$ cat config.mk
export PLATFORM = sky130hd
export DESIGN_NAME = keyframe_cursor_engine
export DESIGN_NICKNAME = d
export VERILOG_FILES = /design/src/hdl/kce_pkg.sv /design/src/hdl/kce_ram.sv /design/src/hdl/kce_dp.sv /design/src/hdl/kce_ctrl.sv /design/src/hdl/keyframe_cursor_engine.sv
export SDC_FILE = /design/constraint.sdc
export NUM_CORES = 2
export LEC_CHECK = 0
export ABC_AREA = 1
export BUFFER_PORTS_ARGS = -buffer_cell sky130_fd_sc_hd__buf_2
export CAP_MARGIN = 10
export CORE_ASPECT_RATIO = 1.2
export CORE_MARGIN = 1.5
export CORE_UTILIZATION = 30
export DETAILED_ROUTE_END_ITERATION = 8
export PLACE_DENSITY = 0.56
export SKIP_LAST_GASP = 1
export SYNTH_ARGS = -nofsm -noshare
export SYNTH_HDL_FRONTEND = slang
export SYNTH_SLANG_ARGS = --single-unit
$ cat constraint.sdc
create_clock -name clk -period 4.8 [get_ports clk]
set_input_delay 1.44 -clock clk [delete_from_list [all_inputs] [get_ports clk]]
set_output_delay 1.44 -clock clk [all_outputs]
set_load 0.01 [all_outputs]
$ cat src/hdl/kce_pkg.sv
// ----------------------------------------------------------------------------
// kce_pkg
// shared types and constants for the keyframe cursor engine
// ----------------------------------------------------------------------------
package kce_pkg;

  localparam int FRAMES_DEF    = 64;
  localparam int TIME_BITS_DEF = 32;
  localparam int MIN_FRAMES    = 2;

  localparam int CFG_W      = 7;
  localparam int OP_W       = 2;
  localparam int INDEX_W    = 6;
  localparam int TIME_W     = 32;
  localparam int SEG_W      = 6;
  localparam int IN_DATA_W  = 40;
  localparam int OUT_DATA_W = 40;

  typedef enum logic [OP_W-1:0] {
    OP_WRITE   = 2'd0,
    OP_SEEK    = 2'd1,
    OP_ADVANCE = 2'd2,
    OP_NONE    = 2'd3
  } op_t;

  // table read address source
  typedef enum logic [2:0] {
    ADDR_ZERO,
    ADDR_LAST,
    ADDR_SEG,
    ADDR_SEG1,
    ADDR_MID,
    ADDR_STEP
  } addr_sel_t;

  typedef struct packed {
    logic      load;
    logic      ram_we;
    logic      ok_set;
    addr_sel_t addr_sel;
    logic      cap_t0;
    logic      cap_tl;
    logic      cap_lo;
    logic      cap_hi;
    logic      seek_init;
    logic      seek_step;
    logic      seek_done;
    logic      adv_add;
    logic      adv_step;
    logic      adv_cap;
    logic      out_load;
  } kce_cmd_t;

  typedef struct packed {
    op_t  op;
    logic idx_ok;
    logic n_lt2;
    logic span_bad;
    logic seek_last;
    logic mid_bad;
    logic adv_bad;
    logic lo_gt_hi;
    logic in_range;
    logic adv_clamp;
    logic step_last;
  } kce_stat_t;

endpackage

$ cat src/hdl/kce_ram.sv
// ----------------------------------------------------------------------------
// kce_ram
// simple dual-port ram, one write port, one registered read port
// ----------------------------------------------------------------------------
module kce_ram #(
  parameter int WIDTH = 32,
  parameter int DEPTH = 64
) (
  input  logic                     clk,
  input  logic                     we,
  input  logic [$clog2(DEPTH)-1:0] waddr,
  input  logic [WIDTH-1:0]         wdata,
  input  logic [$clog2(DEPTH)-1:0] raddr,
  output logic [WIDTH-1:0]         rdata
);

  logic [WIDTH-1:0] mem [DEPTH];

  always_ff @(posedge clk) begin
    if (we) begin
      mem[waddr] <= wdata;
    end
    rdata <= mem[raddr];
  end

endmodule

$ cat src/hdl/kce_dp.sv
// ----------------------------------------------------------------------------
// kce_dp
// datapath: keyframe table, cursor registers, search bounds, saturating math
// ----------------------------------------------------------------------------
module kce_dp #(
  parameter int MAX_FRAMES = 64,
  parameter int TIME_BITS  = 32
) (
  input  logic                            clk,
  input  logic                            rst,
  input  logic [kce_pkg::OP_W-1:0]        opcode,
  input  logic [kce_pkg::INDEX_W-1:0]     frame_index,
  input  logic signed [kce_pkg::TIME_W-1:0] time_value,
  input  logic                            loop_enable,
  input  logic                            cfg_valid,
  input  logic [kce_pkg::CFG_W-1:0]       cfg_data,
  input  kce_pkg::kce_cmd_t               cmd,
  output kce_pkg::kce_stat_t              status,
  output logic                            ok,
  output logic [kce_pkg::SEG_W-1:0]       segment_index,
  output logic signed [kce_pkg::TIME_W-1:0] cursor_time
);

  import kce_pkg::*;

  localparam int TB = TIME_BITS;
  localparam int AW = $clog2(MAX_FRAMES);
  localparam int CW = ((AW > CFG_W) ? AW : CFG_W) + 1;
  localparam int IW = ((AW > INDEX_W) ? AW : INDEX_W) + 1;

  localparam logic signed [TB-1:0] TMAX = {1'b0, {(TB-1){1'b1}}};
  localparam logic signed [TB-1:0] TMIN = {1'b1, {(TB-1){1'b0}}};
  localparam logic signed [63:0] IN_MAX = (64'sd1 <<< (TB-1)) - 64'sd1;
  localparam logic signed [63:0] IN_MIN = -IN_MAX - 64'sd1;

  function automatic logic signed [TB-1:0] sat_add(input logic signed [TB-1:0] a,
                                                   input logic signed [TB-1:0] b);
    logic signed [TB:0] s;
    s = {a[TB-1], a} + {b[TB-1], b};
    if (s[TB] != s[TB-1]) return s[TB] ? TMIN : TMAX;
    return s[TB-1:0];
  endfunction

  function automatic logic signed [TB-1:0] sat_sub(input logic signed [TB-1:0] a,
                                                   input logic signed [TB-1:0] b);
    logic signed [TB:0] s;
    s = {a[TB-1], a} - {b[TB-1], b};
    if (s[TB] != s[TB-1]) return s[TB] ? TMIN : TMAX;
    return s[TB-1:0];
  endfunction

  function automatic logic signed [TB-1:0] clamp_in(input logic signed [TIME_W-1:0] v);
    logic signed [63:0] w;
    w = 64'(v);
    if (w > IN_MAX) return TB'(IN_MAX);
    if (w < IN_MIN) return TB'(IN_MIN);
    return TB'(w);
  endfunction

  // latched item
  op_t                  op_r;
  logic [INDEX_W-1:0]   idx_r;
  logic signed [TB-1:0] tv_r;
  logic                 wrap_r;
  logic                 ok_r;

  // configuration and cursor
  logic [CFG_W-1:0]     frame_count;
  logic [AW-1:0]        seg;
  logic signed [TB-1:0] clock;

  // search and step registers
  logic signed [TB-1:0] t0_r, tl_r, lo, hi, dur;
  logic [AW-1:0]        i_idx, j_idx;
  logic [CW-1:0]        step;
  logic                 above_r;

  // table port
  logic [AW-1:0]        raddr;
  logic [TB-1:0]        rdata;
  logic signed [TB-1:0] rd_val;

  logic [CW-1:0]        n_c;
  logic [AW:0]          sum_ij;
  logic [AW-1:0]        k_idx;
  logic                 above, seg_top, seg_zero;

  assign rd_val = rdata;
  assign n_c    = (CW'(frame_count) > CW'(MAX_FRAMES)) ? CW'(MAX_FRAMES) : CW'(frame_count);
  assign sum_ij = {1'b0, i_idx} + {1'b0, j_idx};
  assign k_idx  = sum_ij[AW:1];

  assign above    = clock > hi;
  assign seg_top  = (CW'(seg) + CW'(2)) >= n_c;
  assign seg_zero = (seg == '0);

  always_comb begin
    status.op        = op_r;
    status.idx_ok    = IW'(idx_r) < IW'(MAX_FRAMES);
    status.n_lt2     = n_c < CW'(MIN_FRAMES);
    status.span_bad  = (lo > hi) || (tv_r < lo) || (tv_r > hi);
    status.seek_last = (CW'(i_idx) + CW'(1)) == CW'(j_idx);
    status.mid_bad   = (rd_val < lo) || (rd_val > hi);
    status.adv_bad   = (n_c < CW'(MIN_FRAMES)) || ((CW'(seg) + CW'(1)) >= n_c);
    status.lo_gt_hi  = lo > hi;
    status.in_range  = (clock >= lo) && (clock <= hi);
    status.adv_clamp = !wrap_r && (above ? seg_top : seg_zero);
    status.step_last = (step + CW'(1)) >= n_c;
  end

  always_comb begin
    case (cmd.addr_sel)
      ADDR_ZERO: raddr = '0;
      ADDR_LAST: raddr = AW'(n_c - CW'(1));
      ADDR_SEG:  raddr = seg;
      ADDR_SEG1: raddr = AW'(CW'(seg) + CW'(1));
      ADDR_MID:  raddr = k_idx;
      ADDR_STEP: begin
        if (above) begin
          raddr = seg_top ? AW'(1) : AW'(CW'(seg) + CW'(2));
        end else begin
          raddr = seg_zero ? AW'(n_c - CW'(2)) : seg - AW'(1);
        end
      end
      default:   raddr = '0;
    endcase
  end

  kce_ram #(
    .WIDTH(TB),
    .DEPTH(MAX_FRAMES)
  ) u_table (
    .clk  (clk),
    .we   (cmd.ram_we),
    .waddr(AW'(idx_r)),
    .wdata(tv_r),
    .raddr(raddr),
    .rdata(rdata)
  );

  // cursor and configuration
  always_ff @(posedge clk) begin
    if (rst) begin
      frame_count <= '0;
      seg         <= '0;
      clock       <= '0;
    end else begin
      if (cfg_valid) begin
        frame_count <= cfg_data;
      end
      if (cmd.seek_done) begin
        seg   <= i_idx;
        clock <= tv_r;
      end
      if (cmd.adv_add) begin
        clock <= sat_add(clock, tv_r);
      end
      if (cmd.adv_step) begin
        if (above) begin
          if (seg_top) begin
            if (wrap_r) begin
              seg   <= '0;
              clock <= sat_sub(clock, dur);
            end else begin
              clock <= tl_r;
            end
          end else begin
            seg <= seg + AW'(1);
          end
        end else begin
          if (seg_zero) begin
            if (wrap_r) begin
              seg   <= AW'(n_c - CW'(2));
              clock <= sat_add(clock, dur);
            end else begin
              clock <= t0_r;
            end
          end else begin
            seg <= seg - AW'(1);
          end
        end
      end
    end
  end

  // item, search bounds and result register
  always_ff @(posedge clk) begin
    if (cmd.load) begin
      op_r   <= op_t'(opcode);
      idx_r  <= frame_index;
      tv_r   <= clamp_in(time_value);
      wrap_r <= loop_enable;
      ok_r   <= 1'b0;
      step   <= '0;
    end
    if (cmd.ok_set) begin
      ok_r <= 1'b1;
    end
    if (cmd.cap_t0) begin
      t0_r <= rd_val;
    end
    if (cmd.cap_tl) begin
      tl_r <= rd_val;
    end
    if (cmd.cap_lo) begin
      lo  <= rd_val;
      dur <= sat_sub(tl_r, t0_r);
    end
    if (cmd.cap_hi) begin
      hi <= rd_val;
    end
    if (cmd.seek_init) begin
      i_idx <= '0;
      j_idx <= AW'(n_c - CW'(1));
    end
    if (cmd.seek_step) begin
      if (tv_r <= rd_val) begin
        j_idx <= k_idx;
        hi    <= rd_val;
      end else begin
        i_idx <= k_idx;
        lo    <= rd_val;
      end
    end
    if (cmd.adv_step) begin
      above_r <= above;
      step    <= step + CW'(1);
      if (above) begin
        lo <= (seg_top && wrap_r) ? t0_r : hi;
      end else begin
        hi <= (seg_zero && wrap_r) ? tl_r : lo;
      end
    end
    // the freshly read bound lands on the side the cursor moved toward
    if (cmd.adv_cap) begin
      if (above_r) begin
        hi <= rd_val;
      end else begin
        lo <= rd_val;
      end
    end
    if (cmd.out_load) begin
      ok            <= ok_r;
      segment_index <= SEG_W'(seg);
      cursor_time   <= TIME_W'(clock);
    end
  end

  a_seek_lands: assert property (@(posedge clk) disable iff (rst)
    cmd.seek_done |=> (clock == $past(tv_r)))
    else $error("seek did not move the cursor to the requested time");

endmodule

$ cat src/hdl/kce_ctrl.sv
// ----------------------------------------------------------------------------
// kce_ctrl
// controller: sequences table writes and reads for write, seek and advance, and owns
// the input and result handshakes
// ----------------------------------------------------------------------------
module kce_ctrl (
  input  logic               clk,
  input  logic               rst,
  input  logic               s_valid,
  output logic               s_ready,
  output logic               m_valid,
  input  logic               m_ready,
  input  kce_pkg::kce_stat_t status,
  output kce_pkg::kce_cmd_t  cmd
);

  import kce_pkg::*;

  typedef enum logic [14:0] {
    ST_IDLE    = 15'b000000000000001,
    ST_DECODE  = 15'b000000000000010,
    ST_SK_T0   = 15'b000000000000100,
    ST_SK_TN   = 15'b000000000001000,
    ST_SK_SPAN = 15'b000000000010000,
    ST_SK_LOOP = 15'b000000000100000,
    ST_SK_MID  = 15'b000000001000000,
    ST_AD_ADD  = 15'b000000010000000,
    ST_AD_RD1  = 15'b000000100000000,
    ST_AD_RD2  = 15'b000001000000000,
    ST_AD_RD3  = 15'b000010000000000,
    ST_AD_RD4  = 15'b000100000000000,
    ST_AD_CHK  = 15'b001000000000000,
    ST_AD_CAP  = 15'b010000000000000,
    ST_FIN     = 15'b100000000000000
  } state_t;

  state_t state, state_next;

  assign s_ready = (state == ST_IDLE) && !rst;

  always_comb begin
    cmd          = '0;
    cmd.addr_sel = ADDR_ZERO;
    state_next   = state;
    case (state)
      ST_IDLE: begin
        if (s_valid) begin
          cmd.load   = 1'b1;
          state_next = ST_DECODE;
        end
      end
      ST_DECODE: begin
        case (status.op)
          OP_WRITE: begin
            if (status.idx_ok) begin
              cmd.ram_we = 1'b1;
              cmd.ok_set = 1'b1;
            end
            state_next = ST_FIN;
          end
          OP_SEEK: begin
            cmd.addr_sel = ADDR_ZERO;
            state_next   = status.n_lt2 ? ST_FIN : ST_SK_T0;
          end
          OP_ADVANCE: state_next = ST_AD_ADD;
          default:    state_next = ST_FIN;
        endcase
      end
      ST_SK_T0: begin
        cmd.cap_lo   = 1'b1;
        cmd.addr_sel = ADDR_LAST;
        state_next   = ST_SK_TN;
      end
      ST_SK_TN: begin
        cmd.cap_hi    = 1'b1;
        cmd.seek_init = 1'b1;
        state_next    = ST_SK_SPAN;
      end
      ST_SK_SPAN: begin
        state_next = status.span_bad ? ST_FIN : ST_SK_LOOP;
      end
      ST_SK_LOOP: begin
        if (status.seek_last) begin
          cmd.seek_done = 1'b1;
          cmd.ok_set    = 1'b1;
          state_next    = ST_FIN;
        end else begin
          cmd.addr_sel = ADDR_MID;
          state_next   = ST_SK_MID;
        end
      end
      ST_SK_MID: begin
        if (status.mid_bad) begin
          state_next = ST_FIN;
        end else begin
          cmd.seek_step = 1'b1;
          state_next    = ST_SK_LOOP;
        end
      end
      ST_AD_ADD: begin
        // delta goes in even when the step search fails
        cmd.adv_add  = 1'b1;
        cmd.addr_sel = ADDR_ZERO;
        state_next   = status.adv_bad ? ST_FIN : ST_AD_RD1;
      end
      ST_AD_RD1: begin
        cmd.cap_t0   = 1'b1;
        cmd.addr_sel = ADDR_LAST;
        state_next   = ST_AD_RD2;
      end
      ST_AD_RD2: begin
        cmd.cap_tl   = 1'b1;
        cmd.addr_sel = ADDR_SEG;
        state_next   = ST_AD_RD3;
      end
      ST_AD_RD3: begin
        cmd.cap_lo   = 1'b1;
        cmd.addr_sel = ADDR_SEG1;
        state_next   = ST_AD_RD4;
      end
      ST_AD_RD4: begin
        cmd.cap_hi = 1'b1;
        state_next = ST_AD_CHK;
      end
      ST_AD_CHK: begin
        if (status.lo_gt_hi) begin
          state_next = ST_FIN;
        end else if (status.in_range) begin
          cmd.ok_set = 1'b1;
          state_next = ST_FIN;
        end else begin
          cmd.adv_step = 1'b1;
          cmd.addr_sel = ADDR_STEP;
          if (status.adv_clamp || status.step_last) begin
            state_next = ST_FIN;
          end else begin
            state_next = ST_AD_CAP;
          end
        end
      end
      ST_AD_CAP: begin
        cmd.adv_cap = 1'b1;
        state_next  = ST_AD_CHK;
      end
      ST_FIN: begin
        if (!m_valid || m_ready) begin
          cmd.out_load = 1'b1;
          state_next   = ST_IDLE;
        end
      end
      default: state_next = ST_IDLE;
    endcase
  end

  always_ff @(posedge clk) begin
    if (rst) begin
      state   <= ST_IDLE;
      m_valid <= 1'b0;
    end else begin
      state <= state_next;
      if (cmd.out_load) begin
        m_valid <= 1'b1;
      end else if (m_ready) begin
        m_valid <= 1'b0;
      end
    end
  end

  a_accept_decodes: assert property (@(posedge clk) disable iff (rst)
    (s_valid && s_ready) |=> (state == ST_DECODE))
    else $error("accepted item not decoded next cycle");

  a_no_overwrite: assert property (@(posedge clk) disable iff (rst)
    cmd.out_load |-> (!m_valid || m_ready))
    else $error("result register overwritten while still held");

  a_write_legal: assert property (@(posedge clk) disable iff (rst)
    cmd.ram_we |-> (status.op == OP_WRITE && status.idx_ok))
    else $error("table write outside a legal write item");

endmodule

$ cat src/hdl/keyframe_cursor_engine.sv
// ----------------------------------------------------------------------------
// keyframe_cursor_engine
// keyframe time table with a playback cursor: write, binary seek, advance
// ----------------------------------------------------------------------------
//  channel   signals                        transfer when
//  --------  -----------------------------  -----------------------------
//  s_axis    tvalid tready tdata tuser      tvalid && tready
//  m_axis    tvalid tready tdata tuser      tvalid && tready
//  cfg       cfg_valid cfg_ready cfg_data   cfg_valid && cfg_ready
//
//  one item at a time; write or unused opcode: decode, then the result register
//  seek: binary search over the table, one table read per probe
//  advance: one table read per segment stepped, one table read port
//  reset clears cursor and frame count; the table is undefined until written
//  a waiting result does not block the next item from being accepted
// ----------------------------------------------------------------------------
module keyframe_cursor_engine #(
  parameter int MAX_FRAMES = kce_pkg::FRAMES_DEF,
  parameter int TIME_BITS  = kce_pkg::TIME_BITS_DEF
) (
  input  logic                              clk,
  input  logic                              rst,
  input  logic                              s_axis_tvalid,
  output logic                              s_axis_tready,
  // frame_index[5:0], time_value[37:6], loop_enable[38], zero pad [39]
  input  logic [kce_pkg::IN_DATA_W-1:0]     s_axis_tdata,
  // opcode[1:0]
  input  logic [kce_pkg::OP_W-1:0]          s_axis_tuser,
  output logic                              m_axis_tvalid,
  input  logic                              m_axis_tready,
  // segment_index[5:0], cursor_time[37:6], zero pad [39:38]
  output logic [kce_pkg::OUT_DATA_W-1:0]    m_axis_tdata,
  // ok[0]
  output logic                              m_axis_tuser,
  input  logic                              cfg_valid,
  output logic                              cfg_ready,
  input  logic [kce_pkg::CFG_W-1:0]         cfg_data
);

  import kce_pkg::*;

  kce_cmd_t                  cmd;
  kce_stat_t                 status;
  logic [SEG_W-1:0]          seg_out;
  logic signed [TIME_W-1:0]  time_out;

  assign cfg_ready    = !rst;
  assign m_axis_tdata = {{(OUT_DATA_W - SEG_W - TIME_W){1'b0}}, time_out, seg_out};

  kce_ctrl u_ctrl (
    .clk    (clk),
    .rst    (rst),
    .s_valid(s_axis_tvalid),
    .s_ready(s_axis_tready),
    .m_valid(m_axis_tvalid),
    .m_ready(m_axis_tready),
    .status (status),
    .cmd    (cmd)
  );

  kce_dp #(
    .MAX_FRAMES(MAX_FRAMES),
    .TIME_BITS (TIME_BITS)
  ) u_dp (
    .clk          (clk),
    .rst          (rst),
    .opcode       (s_axis_tuser),
    .frame_index  (s_axis_tdata[INDEX_W-1:0]),
    .time_value   (s_axis_tdata[INDEX_W+TIME_W-1:INDEX_W]),
    .loop_enable  (s_axis_tdata[INDEX_W+TIME_W]),
    .cfg_valid    (cfg_valid),
    .cfg_data     (cfg_data),
    .cmd          (cmd),
    .status       (status),
    .ok           (m_axis_tuser),
    .segment_index(seg_out),
    .cursor_time  (time_out)
  );

endmodule
== Word level (Yosys, flattened, before mapping) ==
Memories as Yosys holds them, arrays and structs flattened. A register that Yosys moved wholly into a read port is not among the register bits.
Cells that the tools add are included.

* Bits in writable memories: 2048
* Memory bits (read-only): 0
* Bits of input ports: 54
* Word-level logic and storage cells: 229
* Flip-flop bits (word level): 323
* Memories: 1
* Latch bits: 0
* Output and inout bits: 44

* Shift-type cells: 0
* Reduce and logical (&&, ||, !) cells: 23
* Eq/ne operators: 29
* $add $sub $neg: 13
* Multiplexer cells: 125
* Div/mod/pow operators: 0
* Multipliers: 0
* $lt $le $gt $ge: 16
* Bitwise operators: 0

{| class="wikitable"
|+ Memory list
! memory !! depth !! bits a word !! rd ports !! clocked after memory_dff !! write ports !! RTL line !! text
|-
| u_dp.u_table.mem || 64 || 32 || 1 || 1 || 1 || kce_ram.sv:17 || <nowiki>logic [WIDTH-1:0] mem [DEPTH];</nowiki>
|}

{| class="wikitable"
|+ Operator list
! operator !! number
|-
| two-way mux 32 bit || 40
|-
| one-hot mux 15 bit (14 select lines) || 1
|-
| two-way mux 15 bit || 10
|-
| greater-than comparator 32 bit || 4
|-
| two-way mux 6 bit || 16
|-
| adder 32 x 32 -> 33 bit || 2
|-
| subtractor 32 x 32 -> 33 bit || 2
|-
| <= comparator 32 bit || 2
|-
| < comparator 32 bit || 2
|-
| two-way mux 1 bit || 47
|-
| >= comparator 32 bit || 1
|-
| greater-than comparator 32 bit, second input constant || 1
|-
| < comparator 32 bit, second input constant || 1
|-
| one-hot mux 15 bit (2 select lines) || 1
|-
| one-hot mux 6 bit (5 select lines) || 1
|-
| two-way mux 8 bit || 2
|-
| equality test 15 x 1 -> 1 bit, second input constant || 1
|-
| equality test 15 x 10 -> 1 bit, second input constant || 1
|-
| equality test 15 x 11 -> 1 bit, second input constant || 1
|-
| equality test 15 x 12 -> 1 bit, second input constant || 1
|-
| equality test 15 x 13 -> 1 bit, second input constant || 1
|-
| equality test 15 x 14 -> 1 bit, second input constant || 1
|-
| equality test 15 bit, second input constant || 1
|-
| equality test 15 x 2 -> 1 bit, second input constant || 1
|-
| 41 further kinds || 65
|}

== Logic depth before layout (Yosys ltp) ==
* Word-level depth: 13
* Depth in mapped cells: 31
* Mapped depth without buffers: 28

== Cells and area by module ==
From an unflattened synthesis, not the netlist that was laid out.

* Cells, all modules: 11749
* Area, all modules: 115615.9 um^2

{| class="wikitable"
|+ Modules (own cells, without submodules)
! module !! sequential area each (um^2) !! cells each !! area an instance (um^2) !! times used
|-
| kce_ram || 62139.6 || 6769 || 82739.4 || 1
|-
| kce_dp || 7997.7 || 4798 || 31776.7 || 1
|-
| kce_ctrl || 320.3 || 178 || 1077.3 || 1
|-
| keyframe_cursor_engine || 0.0 || 4 || 22.5 || 1
|}

== Worst setup path before layout ==
No wires, ideal clock.

* Path kind: register to register
* Start point: register u_dp.tv_r[0]
* End point: register u_dp.clock[11]
* Setup time: 110 ps
* Buffers on the path: 2
* Path slack: 799 ps
* Arrival time: 3891 ps
* Stages on the path, launching flop included: 24
* Period minus slack after synthesis: 4001 ps
* Path through: edfxtp_1 -> ha_1 -> inv_1 -> fa_1 -> inv_1 -> nand2_1 -> nand2_1 -> a21oi_1 -> o21a_1 -> o21ai_1 -> nand3_1 -> nand3_1 -> nand3_1 -> o2111ai_1 -> xor2_1 -> nand2_1 -> nand2_1 -> buf_2 -> buf_2 -> a21oi_1 -> o21ai_0 -> nand2_1 -> inv_1 -> nor2_1

* Word-level cells in the longest chain between the ends: 10

{| class="wikitable"
|+ Ends and longest elaborated chain
! item !! RTL line !! text
|-
| start, declared || kce_dp.sv:63 || <nowiki>logic signed [TB-1:0] tv_r;</nowiki>
|-
| start signal, assigned || kce_dp.sv:191 || <nowiki>tv_r <= clamp_in(time_value);</nowiki>
|-
| adder 32 x 32 -> 33 bit * || kce_dp.sv:39 || <nowiki>s = {a[TB-1], a} + {b[TB-1], b};</nowiki>
|-
| != test 1 bit || kce_dp.sv:40 || <nowiki>if (s[TB] != s[TB-1]) return s[TB] ? TMIN : TMAX;</nowiki>
|-
| two-way mux 1 bit || kce_dp.sv:40 ||
|-
| two-way mux 1 bit || kce_dp.sv:155 || <nowiki>if (cmd.adv_add) begin</nowiki>
|-
| two-way mux 1 bit || kce_dp.sv:143 || <nowiki>if (rst) begin</nowiki>
|-
| two-way mux 32 bit * || kce_dp.sv:41 || <nowiki>return s[TB-1:0];</nowiki>
|-
| two-way mux 32 bit * || kce_dp.sv:155 ||
|-
| two-way mux 32 bit (on tied branches) || kce_dp.sv:171, kce_dp.sv:160 ||
|-
| two-way mux 32 bit || kce_dp.sv:159 || <nowiki>if (above) begin</nowiki>
|-
| two-way mux 32 bit * || kce_dp.sv:158 || <nowiki>if (cmd.adv_step) begin</nowiki>
|-
| end signal, assigned || kce_dp.sv:156 || <nowiki>clock <= sat_add(clock, tv_r);</nowiki>
|-
| end signal, assigned || kce_dp.sv:163 || <nowiki>clock <= sat_sub(clock, dur);</nowiki>
|-
| end signal, assigned || kce_dp.sv:174 || <nowiki>clock <= sat_add(clock, dur);</nowiki>
|-
| end, declared || kce_dp.sv:70 || <nowiki>logic signed [TB-1:0] clock;</nowiki>
|}

Every way passes the cells marked *; elsewhere a longest branch is shown, timed or not. The select of a mux whose other input is x is not followed.
A chain may end at the register's enable or synchronous reset.

== Worst setup path in the final report ==
* Start point: register u_dp.hi[25]
* End point: register u_dp.u_table.rdata[15], read port of u_dp.u_table.mem

* Word-level cells in the longest chain between the ends: 7

{| class="wikitable"
|+ Ends and longest elaborated chain
! item !! RTL line !! text
|-
| start, declared || kce_dp.sv:73 || <nowiki>logic signed [TB-1:0] t0_r, tl_r, lo, hi, dur;</nowiki>
|-
| start signal, assigned || kce_dp.sv:210 || <nowiki>hi <= rd_val;</nowiki>
|-
| start signal, assigned || kce_dp.sv:219 || <nowiki>hi <= rd_val;</nowiki>
|-
| start signal, assigned || kce_dp.sv:231 || <nowiki>hi <= (seg_zero && wrap_r) ? tl_r : lo;</nowiki>
|-
| <= comparator 32 bit || kce_dp.sv:106 || <nowiki>status.in_range = (clock >= lo) && (clock <= hi);</nowiki>
|-
| logical AND 1 bit || kce_dp.sv:106 ||
|-
| two-way mux 3 bit || kce_ctrl.sv:128 || <nowiki>end else if (status.in_range) begin</nowiki>
|-
| two-way mux 4 bit || kce_ctrl.sv:126 || <nowiki>if (status.lo_gt_hi) begin</nowiki>
|-
| one-hot mux 3 bit (5 select lines) || kce_ctrl.sv:45 || <nowiki>case (state)</nowiki>
|-
| equality test 3 bit (tied with other cells) || kce_dp.sv:112 || <nowiki>case (cmd.addr_sel)</nowiki>
|-
| one-hot mux 6 bit (5 select lines) * || kce_dp.sv:112 ||
|-
| end, declared || kce_ram.sv:14 || <nowiki>output logic [WIDTH-1:0] rdata</nowiki>
|}

Every way passes the cells marked *; elsewhere a longest branch is shown, timed or not.

==> impl_table.tex <==
\begin{tabular}{lr}
\hline
Metric & Value \\
\hline
\multicolumn{2}{l}{\textbf{Pwr}} \\
Max rail drop VDD & 0.2706 mV \\
Leak Pwr & 55.07 nW \\
Pint & 35.27 mW \\
Combinational share of power & 0.040 \\
Relative contribution of sequential cells to total power & 0.510 \\
Share of total power in the clock network & 0.451 \\
Sw Ratio & 0.2264 \\
Power density relative to cell area & 328.5 nW/µm² \\
Net Switching & 10.32 mW \\
\multicolumn{2}{l}{\textbf{Worst hold path}} \\
Type of the worst min-delay path & reg2reg \\
Cell depth of the worst hold path & 0 \\
Hold Path Sink & u\_dp.ok\$\_DFFE\_PP\_ \\
Hold Startpoint & u\_dp.ok\_r\$\_SDFFE\_PP1P\_ \\
\multicolumn{2}{l}{\textbf{Timing}} \\
Unrepaired setup endpoints after global routing & yes \\
Worst slew slack as a fraction of its limit & 0.1917 \\
Worst-margin pin slew & 1.212 ns \\
Setup tns final & 0 ns \\
Post-route clock period utilization & 0.9752 \\
Clock tree skew after final layout & 0.08763 ns \\
\# setup viols final & 0 \\
Top achievable clock speed & 213.6 MHz \\
Number of max-slew violations in the final report & 0 \\
Final Critical Period & 4.681 ns \\
Final hold violations & 0 \\
\multicolumn{2}{l}{\textbf{Synthesis}} \\
Share of flip-flops with an asynchronous set or reset & 0 \\
Post-Synthesis Mean Instance Area & 9.592 µm² \\
Number of different library cells in the post-synthesis netlist & 63 \\
Syn Std Cell Area & 118,300 µm² \\
Commonest register cell after synthesis & edfxtp\_1 \\
Number of synthesis warnings & 0 \\
Number of synthesized flops with an enable pin & 2,233 \\
Sequential area share after synthesis & 0.5958 \\
Gate count of the mapped netlist & 12.33k \\
Post-synthesis register bit count & 2,403 \\
\multicolumn{2}{l}{\textbf{Critical path}} \\
Crit path required time & 5.57 ns \\
Number of cells on the worst reg-to-reg path & 23 \\
Critical R2R Capture & u\_dp.u\_table.rdata[15]\$\_DFF\_P\_ \\
Data arrival time of the critical path & 5.45 ns \\
Crit Path Max Fanout & 17 \\
Cell repeated most along the worst path & nand3\_1 \\
Type of the setup path with the least slack & reg2reg \\
Series of cell instances along the critical path & inv\_1, ha\_1, nand2\_1, nor2\_1, nand2\_1, nor2\_1, nand4\_1, nand2\_1, nor2\_1, nor2\_4, nand2\_2, nor2\_1, a21oi\_1, nand3\_1, nor2\_4, buf\_12, inv\_8, buf\_4, nand3\_1, nand3\_1, nand3\_1, nand3\_1, nand2\_1 \\
Buf+Inv Stages, Crit Path & 4 \\
Kind of launch point of the worst setup path & flop \\
Largest stage delay, worst path & 0.35 ns \\
R2R Path Start & u\_dp.hi[25]\$\_DFF\_P\_ \\
CP endpoint kind & flop \\
Worst path top cell family by delay & simple AND/OR/NAND/NOR gates \\
Setup slack of the most critical reg-to-reg path & 0.12 ns \\
Cell with the biggest individual delay on the critical path & ha\_1 \\
\multicolumn{2}{l}{\textbf{Cells and area}} \\
Count of fill cells added during filler insertion & 39.21k \\
Most frequent standard cell in the layout excluding fill and tap cells & nand2\_1 \\
Commonest non-fill, non-tap cells in the layout & 3,769 x nand2\_1, 2,233 x edfxtp\_1, 1,189 x nand3\_1, 999 x inv\_1, 900 x o21ai\_0 \\
Fraction of layout instances using a drive strength above 1 & 0.1070 \\
Final Instance Area & 138,800 µm² \\
Area growth from synthesis to layout & 17.34\% \\
Fin nets & 13.15k \\
Fin cells & 18.09k \\
\multicolumn{2}{l}{\textbf{Clock tree}} \\
Hold bufs inserted after CTS & 0 \\
TritonCTS Buffers & 270 \\
Reg clk slew, reported paths & 0.06 ns \\
Insertion delay of the later-clocked pin in the worst-skew pair & 0.91 ns \\
Clock buffer depth & 4 \\
TritonCTS clock tree & done \\
Clock Root Buffer & clkbuf\_16 \\
CTS H-tree depth & 5 \\
Number of clock sinks & 2,403 \\
\multicolumn{2}{l}{\textbf{Route}} \\
Number of vias after detailed routing & 91.84k \\
TritonRoute pass-1 iters & 6 \\
Overall routed net length & 406,700 µm \\
Remaining DRCs & 0 \\
Detailed router's first-iteration violation count & 9,857 \\
Remaining antenna violation count & 0 \\
Via density per instance & 5.077 \\
Wire length per cell after detailed routing & 22.48 µm \\
\multicolumn{2}{l}{\textbf{Place}} \\
Input/output buffers & 94 \\
Count of placed standard cells including taps & 17.60k \\
Final GP Congestion & 0.9398 \\
Cell area after placement & 129,900 µm² \\
Detailed-placement wirelength estimate & 268,000 µm \\
\multicolumn{2}{l}{\textbf{Die}} \\
Core Area & 392,600 µm² \\
I/O pins & 98 \\
Die height & 690.8 µm \\
Starting density of the core & 0.3013 \\
DIE WIDTH & 576.1 µm \\
Row cnt & 252 \\
Die area & 398,000 µm² \\
\multicolumn{2}{l}{\textbf{Flow run}} \\
Max\_cap viols & 0 \\
\multicolumn{2}{l}{\textbf{GRT}} \\
Gr ovfl total & 0 \\
Gr usage total & 0.1983 \\
Number of global-route vias before repair & 85.94k \\
First-pass GRT wire length & 588,400 µm \\
Maximum number of pins on one net before global-route repair & 142 \\
Initial antenna violation count & 16 \\
\multicolumn{2}{l}{\textbf{Status}} \\
Status & finished, final reports clean \\
\hline
\end{tabular}
## registers in the layout, summed over array words and instances, names as in the netlist, 8 cells and up
signal              cells
u_ctrl.state           15
u_dp.clock             32
u_dp.cursor_time       32
u_dp.dur               32
u_dp.hi                32
u_dp.lo                32
u_dp.step               8
u_dp.t0_r              32
u_dp.tl_r              32
u_dp.tv_r              32
u_dp.u_table.mem     2048
u_dp.u_table.rdata     32
## metal layers
metal	track usage	routed length, µm	vias to the layer above
met2	0.3238	188100	3500
met5	0	13	-
met1	0.2629	169600	44470
met3	0.03120	31960	627
li1	-	-	43250
met4	0.07759	17000	2
## cells by family (layout without fill, tap and decap cells)
kind of cell,Yosys count,count (layout),share of synthesized area
buffers and inverters,1783,2328,0.05988
AO/OA/AOI/OAI,1549,1549,0.06905
adder cells (fa/ha/maj),427,427,0.04550
other,1,11,0.00003171
AND/OR/NAND/NOR,6031,6031,0.2197
multiplexers,6,6,0.0005184
XOR/XNOR,129,129,0.009554
flip-flops,2403,2403,0.5958
## area by class of cell
class	instances	area [µm²]	share of cell area
Inverter	1035	3910	0.02818
Tap cell	5207	6515	0.04695
Timing Repair Buffer	811	7771	0.05601
Clock buffer	335	7254	0.05228
Clock inverter	147	1386	0.009991
Sequential cell	2403	70460	0.5078
Antenna cell	9	22.52	0.0001623
Multi-Input combinational cell	8144	41440	0.2986
## repair_timing
| item | CTS | global route |
|---|---|---|
| cloned | 0 | 1 |
| buffers inserted | 0 | 1 |
| endpoints found under the setup margin | 4 | 32 |
| pin swaps | 0 | 4 |
| gates resized for setup | 3 | 33 |
| endpoints found under the hold margin | 0 | 0 |
## cell usage after synthesis, types with 50 or more instances
master / instances / area [µm²]
edfxtp_1: 2233 / 67050
nor3_1: 50 / 250.2
nor2_1: 318 / 1194
o21ai_1: 50 / 250.2
o21ai_0: 903 / 4519
ha_1: 422 / 5280
xor2_1: 97 / 849.6
a21oi_1: 439 / 2197
buf_2: 248 / 1241
inv_1: 1001 / 3757
dfxtp_1: 170 / 3403
nand3_1: 1210 / 6056
nand2_1: 3777 / 14180
nand4_1: 593 / 3710
clkbuf_1: 449 / 1685
## stage by stage
stage / hold WS, ns / utilization / power (mW) / worst slack, ns
6_report: 0.4352 / 0.3535 / 45.59 / 0.1193
2_1_floorplan: 0.4029 / - / 24.46 / 0.7994
3_3_place_gp: 0.4267 / 0.3310 / 25.42 / -0.002380
5_1_grt: 0.4665 / 0.3534 / 46.75 / -0.04596
3_5_place_dp: 0.4237 / 0.3310 / 25.45 / -0.04191
4_1_cts: 0.4337 / 0.3530 / 45.84 / 0.03648
## power by group through the flow
stage	clock network, mW	registers, mW	logic, mW
2_1_floorplan	0	23.8	0.701
3_3_place_gp	0	23.7	1.76
3_5_place_dp	0	23.7	1.78
4_1_cts	20.8	23.2	1.79
5_1_grt	21.6	23.2	1.95
6_report	20.5	23.2	1.81
## worst max path at each step
| stage | start | endpoint | slack, ns | depth (start not counted) |
|---|---|---|---|---|
| finish | u_dp.hi[25]$_DFF_P_ | u_dp.u_table.rdata[15]$_DFF_P_ | 0.12 | 23 |
| global route | u_dp.seg[2]$_SDFF_PP0_ | u_dp.u_table.rdata[11]$_DFF_P_ | -0.05 | 28 |
| CTS | u_dp.seg[2]$_SDFF_PP0_ | u_dp.u_table.rdata[0]$_DFF_P_ | 0.04 | 28 |
| detailed placement | u_dp.seg[2]$_SDFF_PP0_ | u_dp.u_table.rdata[16]$_DFF_P_ | -0.04 | 28 |
| global placement | u_dp.seg[2]$_SDFF_PP0_ | u_dp.u_table.rdata[16]$_DFF_P_ | -0.002 | 28 |
| floorplan | u_dp.tv_r[0]$_SDFFCE_PN1P_ | u_dp.clock[11]$_SDFF_PP0_ | 0.80 | 23 |
(Power assumes the default switching activity.)
